`src/rtl/rwcc_pkg.sv`:
```
// Shared constants and types for the route window and capacity checker.
// No dependencies; every other file refers to it by scoped names.
`timescale 1ns / 1ps

package rwcc_pkg;

    // default parameter values
    localparam int COORD_BITS_DEF = 12;
    localparam int TIME_BITS_DEF  = 24;

    // fixed field widths
    localparam int COORD_W  = 12;
    localparam int WIN_W    = 20;
    localparam int SERV_W   = 16;
    localparam int DEM_W    = 10;
    localparam int LEN_W    = 24;
    localparam int LOAD_W   = 17;
    localparam int LIMIT_W  = 16;
    localparam int DUE_W    = 20;

    // configuration port
    localparam int CFG_IDX_W  = 2;
    localparam int CFG_DATA_W = 20;

    typedef logic [CFG_IDX_W-1:0]  cfg_idx_t;
    typedef logic [CFG_DATA_W-1:0] cfg_data_t;

    localparam cfg_idx_t REG_DEPOT_X    = 2'd0;
    localparam cfg_idx_t REG_DEPOT_Y    = 2'd1;
    localparam cfg_idx_t REG_DEPOT_DUE  = 2'd2;
    localparam cfg_idx_t REG_LOAD_LIMIT = 2'd3;

    localparam logic [DUE_W-1:0]   DUE_RESET        = 20'hFFFFF;
    localparam logic [LIMIT_W-1:0] LOAD_LIMIT_RESET = 16'd200;

    localparam logic [LEN_W-1:0]  LEN_MAX  = 24'hFFFFFF;
    localparam logic [LOAD_W-1:0] LOAD_MAX = 17'h1FFFF;

endpackage

```
`src/rtl/rwcc_leg_len.sv`:
```
// Leg length unit: floor of the Euclidean distance between two points.
// Squares in one step, then a restoring square root one result bit per cycle.
// Depends on rwcc_pkg.
`timescale 1ns / 1ps

module rwcc_leg_len #(
    parameter int COORD_BITS = rwcc_pkg::COORD_BITS_DEF
) (
    input  logic                  clk,
    input  logic                  rst_n,
    input  logic                  start,
    input  logic [COORD_BITS-1:0] ax,
    input  logic [COORD_BITS-1:0] ay,
    input  logic [COORD_BITS-1:0] bx,
    input  logic [COORD_BITS-1:0] by,
    output logic                  done,
    output logic [COORD_BITS:0]   len
);

    localparam int SQW   = 2 * COORD_BITS;
    localparam int VW    = 2 * COORD_BITS + 2;
    localparam int RW    = COORD_BITS + 2;
    localparam int ITER  = COORD_BITS + 1;
    localparam int CNT_W = $clog2(ITER);

    localparam logic [1:0] L_IDLE = 2'd0;
    localparam logic [1:0] L_SQ   = 2'd1;
    localparam logic [1:0] L_LOAD = 2'd2;
    localparam logic [1:0] L_ROOT = 2'd3;

    logic [1:0]            phase_reg;
    logic                  done_reg;
    logic [COORD_BITS-1:0] dx_reg;
    logic [COORD_BITS-1:0] dy_reg;
    logic [SQW-1:0]        sqx_reg;
    logic [SQW-1:0]        sqy_reg;
    logic [VW-1:0]         v_reg;
    logic [RW-1:0]         rem_reg;
    logic [COORD_BITS:0]   root_reg;
    logic [CNT_W-1:0]      cnt_reg;

    logic [RW+1:0]         rem_sh;
    logic [RW:0]           trial;
    logic                  ge;
    logic [RW+1:0]         rem_sub;

    // one root bit per step: bring down two operand bits, try 4*root+1
    assign rem_sh  = {rem_reg, v_reg[VW-1 -: 2]};
    assign trial   = {root_reg, 2'b01};
    assign ge      = rem_sh >= {1'b0, trial};
    assign rem_sub = rem_sh - {1'b0, trial};

    always_ff @(posedge clk or negedge rst_n)
    begin
        if (!rst_n)
        begin
            phase_reg <= L_IDLE;
            done_reg  <= 1'b0;
        end
        else
        begin
            done_reg <= 1'b0;
            case (phase_reg)
                L_IDLE:
                begin
                    if (start)
                    begin
                        phase_reg <= L_SQ;
                    end
                end
                L_SQ:
                begin
                    phase_reg <= L_LOAD;
                end
                L_LOAD:
                begin
                    phase_reg <= L_ROOT;
                end
                L_ROOT:
                begin
                    if (cnt_reg == '0)
                    begin
                        phase_reg <= L_IDLE;
                        done_reg  <= 1'b1;
                    end
                end
                default:
                begin
                    phase_reg <= L_IDLE;
                end
            endcase
        end
    end

    always_ff @(posedge clk)
    begin
        case (phase_reg)
            L_IDLE:
            begin
                if (start)
                begin
                    dx_reg <= (ax >= bx) ? (ax - bx) : (bx - ax);
                    dy_reg <= (ay >= by) ? (ay - by) : (by - ay);
                end
            end
            L_SQ:
            begin
                sqx_reg <= SQW'(dx_reg) * SQW'(dx_reg);
                sqy_reg <= SQW'(dy_reg) * SQW'(dy_reg);
            end
            L_LOAD:
            begin
                v_reg    <= VW'(sqx_reg) + VW'(sqy_reg);
                rem_reg  <= '0;
                root_reg <= '0;
                cnt_reg  <= CNT_W'(ITER - 1);
            end
            L_ROOT:
            begin
                rem_reg  <= ge ? rem_sub[RW-1:0] : rem_sh[RW-1:0];
                root_reg <= {root_reg[COORD_BITS-1:0], ge};
                v_reg    <= {v_reg[VW-3:0], 2'b00};
                cnt_reg  <= cnt_reg - CNT_W'(1);
            end
            default:
            begin
            end
        endcase
    end

    assign done = done_reg;
    assign len  = root_reg;

endmodule

```
`config.mk`:
```
export PLATFORM = sky130hd
export DESIGN_NAME = rwcc_leg_len
export DESIGN_NICKNAME = d
export VERILOG_FILES = /design/src/rtl/rwcc_pkg.sv /design/src/rtl/rwcc_leg_len.sv
export SDC_FILE = /design/constraint.sdc
export NUM_CORES = 1
export LEC_CHECK = 0
export BUFFER_PORTS_ARGS = -buffer_cell sky130_fd_sc_hd__buf_2
export CORE_MARGIN = 2
export CORE_UTILIZATION = 30
export DETAILED_ROUTE_END_ITERATION = 12
export PLACE_DENSITY = 0.5
export REMOVE_ABC_BUFFERS = 1
export SLEW_MARGIN = 10
export SYNTH_ARGS = -nofsm -noshare
export SYNTH_HDL_FRONTEND = slang
export SYNTH_SLANG_ARGS = --single-unit
```
`constraint.sdc`:
```
create_clock -name clk -period 4.9 [get_ports clk]
set_input_delay 0.245 -clock clk [delete_from_list [all_inputs] [get_ports clk]]
set_output_delay 0.245 -clock clk [all_outputs]
set_load 0.05 [all_outputs]
```
# Word-level counts from Yosys, hierarchy flattened
# Index checks and enable logic that the tools add are counted.
# word_totals
word_cells	44
reg_bits	132
inputBits	51
# op_classes
n_lt_le_gt_ge	3
mux	12
n_reduce_logical	5
n_mul	2
n_addsub	7
eq_ne	5
# op_table
cell	n
26-bit one-hot mux with 2 select lines	1
12-bit by 12-bit multiplier with 24-bit output	2
12-bit subtractor	4
14-bit one-hot mux with 2 select lines	1
13-bit one-hot mux with 2 select lines	1
24-bit by 24-bit adder with 25-bit output	1
12-bit greater-or-equal comparator	2
12-bit 2-to-1 mux	2
16-bit by 15-bit greater-or-equal comparator with 1-bit output	1
14-bit 2-to-1 mux	1
14-bit subtractor	1
2-bit one-hot mux with 4 select lines	1
4-bit one-hot mux with 2 select lines	1
2-bit equality test, second input constant	2
4-bit logical NOT	1
2-bit 2-to-1 mux	2
2-bit != test, second input constant	2
2-bit AND reduction	2
4-bit by 1-bit subtractor with 4-bit output, second input constant	1
2-bit by 1-bit equality test with 1-bit output, second input constant	1
2-bit logical NOT	1
1-bit 2-to-1 mux	2
2-bit nonzero test	1

# Logic depth before layout (Yosys ltp)
# depth
ltp_word	3
mapped_depth	22
ltp_nobuf	20

# Worst setup path before layout
# OpenSTA, ideal clock, no wires.
# synth_path
kind	register -> register
start	register dx_reg[3]
end	register sqx_reg[23], data pin
stages_incl_launch_ff	19
arrival_ns	5.086
required_time_ns	4.635
path_buffers	2
synth_period_minus_slack_ns	5.351
path_slack_ns	-0.451
path_cell_list	edfxtp_1 clkbuf_1 nand2_1 fa_1 inv_1 fa_1 fa_1 fa_1 inv_1 fa_1 inv_1 ha_1 clkbuf_1 a21oi_1 o21ai_0 a2111oi_0 o31ai_1 a221oi_1 xnor2_1
# synth_between
elab_chain_len	1
# synth_lines
item	line	rtl
start: declaration	rwcc_leg_len.sv:33	logic [COORD_BITS-1:0] dx_reg;
start signal: assignment	rwcc_leg_len.sv:102	dx_reg <= (ax >= bx) ? (ax - bx) : (bx - ax);
12-bit by 12-bit multiplier with 24-bit output	rwcc_leg_len.sv:108	sqx_reg <= SQW'(dx_reg) * SQW'(dx_reg);
end signal: assignment	rwcc_leg_len.sv:108	
end: declaration	rwcc_leg_len.sv:35	logic [SQW-1:0] sqx_reg;
# No other way between the ends.
# A chain may end at the register's enable or synchronous reset.

# Worst setup path after layout
# layout_path
start	register dy_reg[4]
end	register sqy_reg[20], data pin
# layout_between
elab_chain_len	1
# layout_lines
item	line	rtl
start: declaration	rwcc_leg_len.sv:34	logic [COORD_BITS-1:0] dy_reg;
start signal: assignment	rwcc_leg_len.sv:103	dy_reg <= (ay >= by) ? (ay - by) : (by - ay);
12-bit by 12-bit multiplier with 24-bit output	rwcc_leg_len.sv:109	sqy_reg <= SQW'(dy_reg) * SQW'(dy_reg);
end signal: assignment	rwcc_leg_len.sv:109	
end: declaration	rwcc_leg_len.sv:36	logic [SQW-1:0] sqy_reg;
# No other way between the ends.

==> reports/results.ini <==
[status]
outcome = finished with violations
violations = negative setup slack

[worst_setup_path]
r2r_cells = 19
crit_path_frequent_cell = fa_1
cp.arrival_ps = 5350
critical_path.top_delay_family = adder cells
crit_required_ps = 5100
cp-start-kind = flip-flop
path_class = reg2reg
r2r_end = sqy_reg[20]
path_buf_inv = 7
cp_max_fo = 4
r2r-start = dy_reg[4]
cp_slowest_stage_delay_ps = 610
reg2reg_slack_ps = -260
end_kind = flip-flop
crit_chain = buf_6, buf_6, nand2_4, fa_2, inv_2, fa_1, fa_1, fa_1, inv_1, fa_1, inv_2, ha_4, a21o_1, buf_6, o41ai_4, o31a_1, buf_4, o21ai_2, xor2_1
cpMaxStageDelayCell = fa_2

[route]
drc = 0
detail-route-antenna-nets = 0
initialDrtViolationCount = 521
num_vias = 12600
drtPass1Iterations = 5
finalWirelength_mm = 36.5
routed_via_density = 4.54
wl_per_cell_um = 13.2

[synthesis]
ys_seq_area_frac = 0.233
ys_warn_count = 0
synth_top_cell_area_share = 0.228
synth-seq-cells = 130
ys.flop_type = edfxtp_1
netlist.top_cell.by_area = edfxtp_1
synth.distinct_cells = 80
synth-async-reset-ratio = 0.0231
ys_top_cells_by_area = edfxtp_1, fa_1, ha_1
synthCells = 1779
syn-cell-area_mm2 = 0.0167
synth.avg_cell_area_um2 = 9.39
synth_edf_count = 127

[grt]
gr-usage-met2 = 0.229
grt_antenna_before_repair = 0
grt_pass1_wl_mm = 61.9
grt_pass1_vias = 13100
met3_usage = 0.0210
grt-busiest-layer = met2
gr-usage-met1 = 0.167
grt_use_total = 0.132
grt_remaining_overflow = 0
grt_max_degree = 53

[cells_and_area]
largest_reg_flops = 26
final_area_mm2 = 0.0208
layout.cells.non_filler = 2774
final_cell_mix = inv_1, ha_1, buf_4
syn_to_final_growth_pct = 24.8
drive_gt1_frac = 0.237
final_common_cell = inv_1
n_antenna_cell = 0
fin_nets = 2437

[floorplan]
coreArea_mm2 = 0.0551
dieHeight_um = 240
die_area_mm2 = 0.0576
start_util = 0.303
rows = 86
die_x_um = 240
pin_count = 65

[sta]
period_share = 1.05
finalWorstSetupSlack_ps = -258
min_period_ps = 5160
maxSlewHeadroom = 0.270
worst_pin_slew_ps = 1100
hold_violations = 0
slew_viol_final = 0
setup_viol_count_final = 14
fmax_mhz = 194
finalClockSkew_ps = 6.99
tns_ps = -1700
rsz0062_at_grt = true
fin_worst_hold_slack_ps = 121

[clock_tree]
cts_htree_levels = 4
cts_tree = done
root_buffer = clkbuf_16
clockBufferDepth = 2
numClockSinks = 130
clkLatencyLatePin_ps = 450
cts_inserted_buffers = 17
clkTransAtPathRegs_ps = 60

[place]
hpwl_mm = 29.7
port_buffers = 64
place_congestion = 0.864
dp_cells = 2695
placed_area_mm2 = 0.0189

[run]
drv_cap = 0

[worst_hold_path]
min_path_type = in2async

## area by class of cell
cell class	count	area (um2)
clock inverters	14	126
fillers	5616	34300
repair buffers	272	2040
well taps	748	936
flip-flops and latches	130	3890
clock buffers	18	429
multi-input cells	1237	12100
inverters	355	1340
## cell usage after synthesis, types with 12 or more instances
cell / count
nor2b_1: 19
inv_1: 355
mux2i_1: 23
xnor2_1: 59
xor2_1: 29
ha_1: 208
a21o_1: 26
nor3_1: 18
edfxtp_1: 127
and2_1: 85
nand2_1: 139
a21oi_1: 108
clkbuf_1: 41
fa_1: 165
o21a_1: 22
o211ai_1: 12
a211oi_1: 15
nand3_1: 23
nor2_1: 69
o21ai_0: 72
## per-layer routing
| metal | vias to the layer above | wire length [um] | part of all wire |
|---|---|---|---|
| li1 | 6353 | - | - |
| met1 | 6044 | 17200 | 0.47 |
| met2 | 148 | 17700 | 0.48 |
| met3 | 41 | 879 | 0.024 |
| met4 | 0 | 791 | 0.022 |
| met5 | - | 0 | 0 |
## cell families after synthesis
group / synth area share
muxes: 0.0185
and+or+nand+nor: 0.124
buffers and inverters: 0.0964
xor gates and xnor gates: 0.0462
AOI/OAI and AO/OA: 0.129
adders and majority gates: 0.354
DFF: 0.233
## worst max path at each step
stage | start | endpoint | cells after the start
after floorplan | dx_reg[2] | sqx_reg[23] | 17
after global placement | dx_reg[11] | sqx_reg[22] | 17
after detailed placement | dx_reg[2] | sqx_reg[23] | 17
after CTS | dy_reg[6] | sqy_reg[22] | 20
after global routing | dy_reg[3] | sqy_reg[20] | 19
final | dy_reg[4] | sqy_reg[20] | 19
## what timing repair did
action | 4_1_cts | 5_1_grt
pin swaps | 87 | 82
endpoints found under the setup margin | 24 | 25
resized for setup | 125 | 104
hold buffers | 1 | 0
hold endpoints to repair | 3 | 0
setup buffers | 34 | 17
## metrics by stage
step / setup slack, ps / utilization
after CTS: -203 / 0.368
after global routing: -439 / 0.378
after detailed placement: -562 / 0.343
final: -258 / 0.378
after global placement: -475 / 0.343
after floorplan: -301 / -
Power is not shown: default switching activity piles up to over one toggle a cycle in this logic, so the estimate is an artifact.
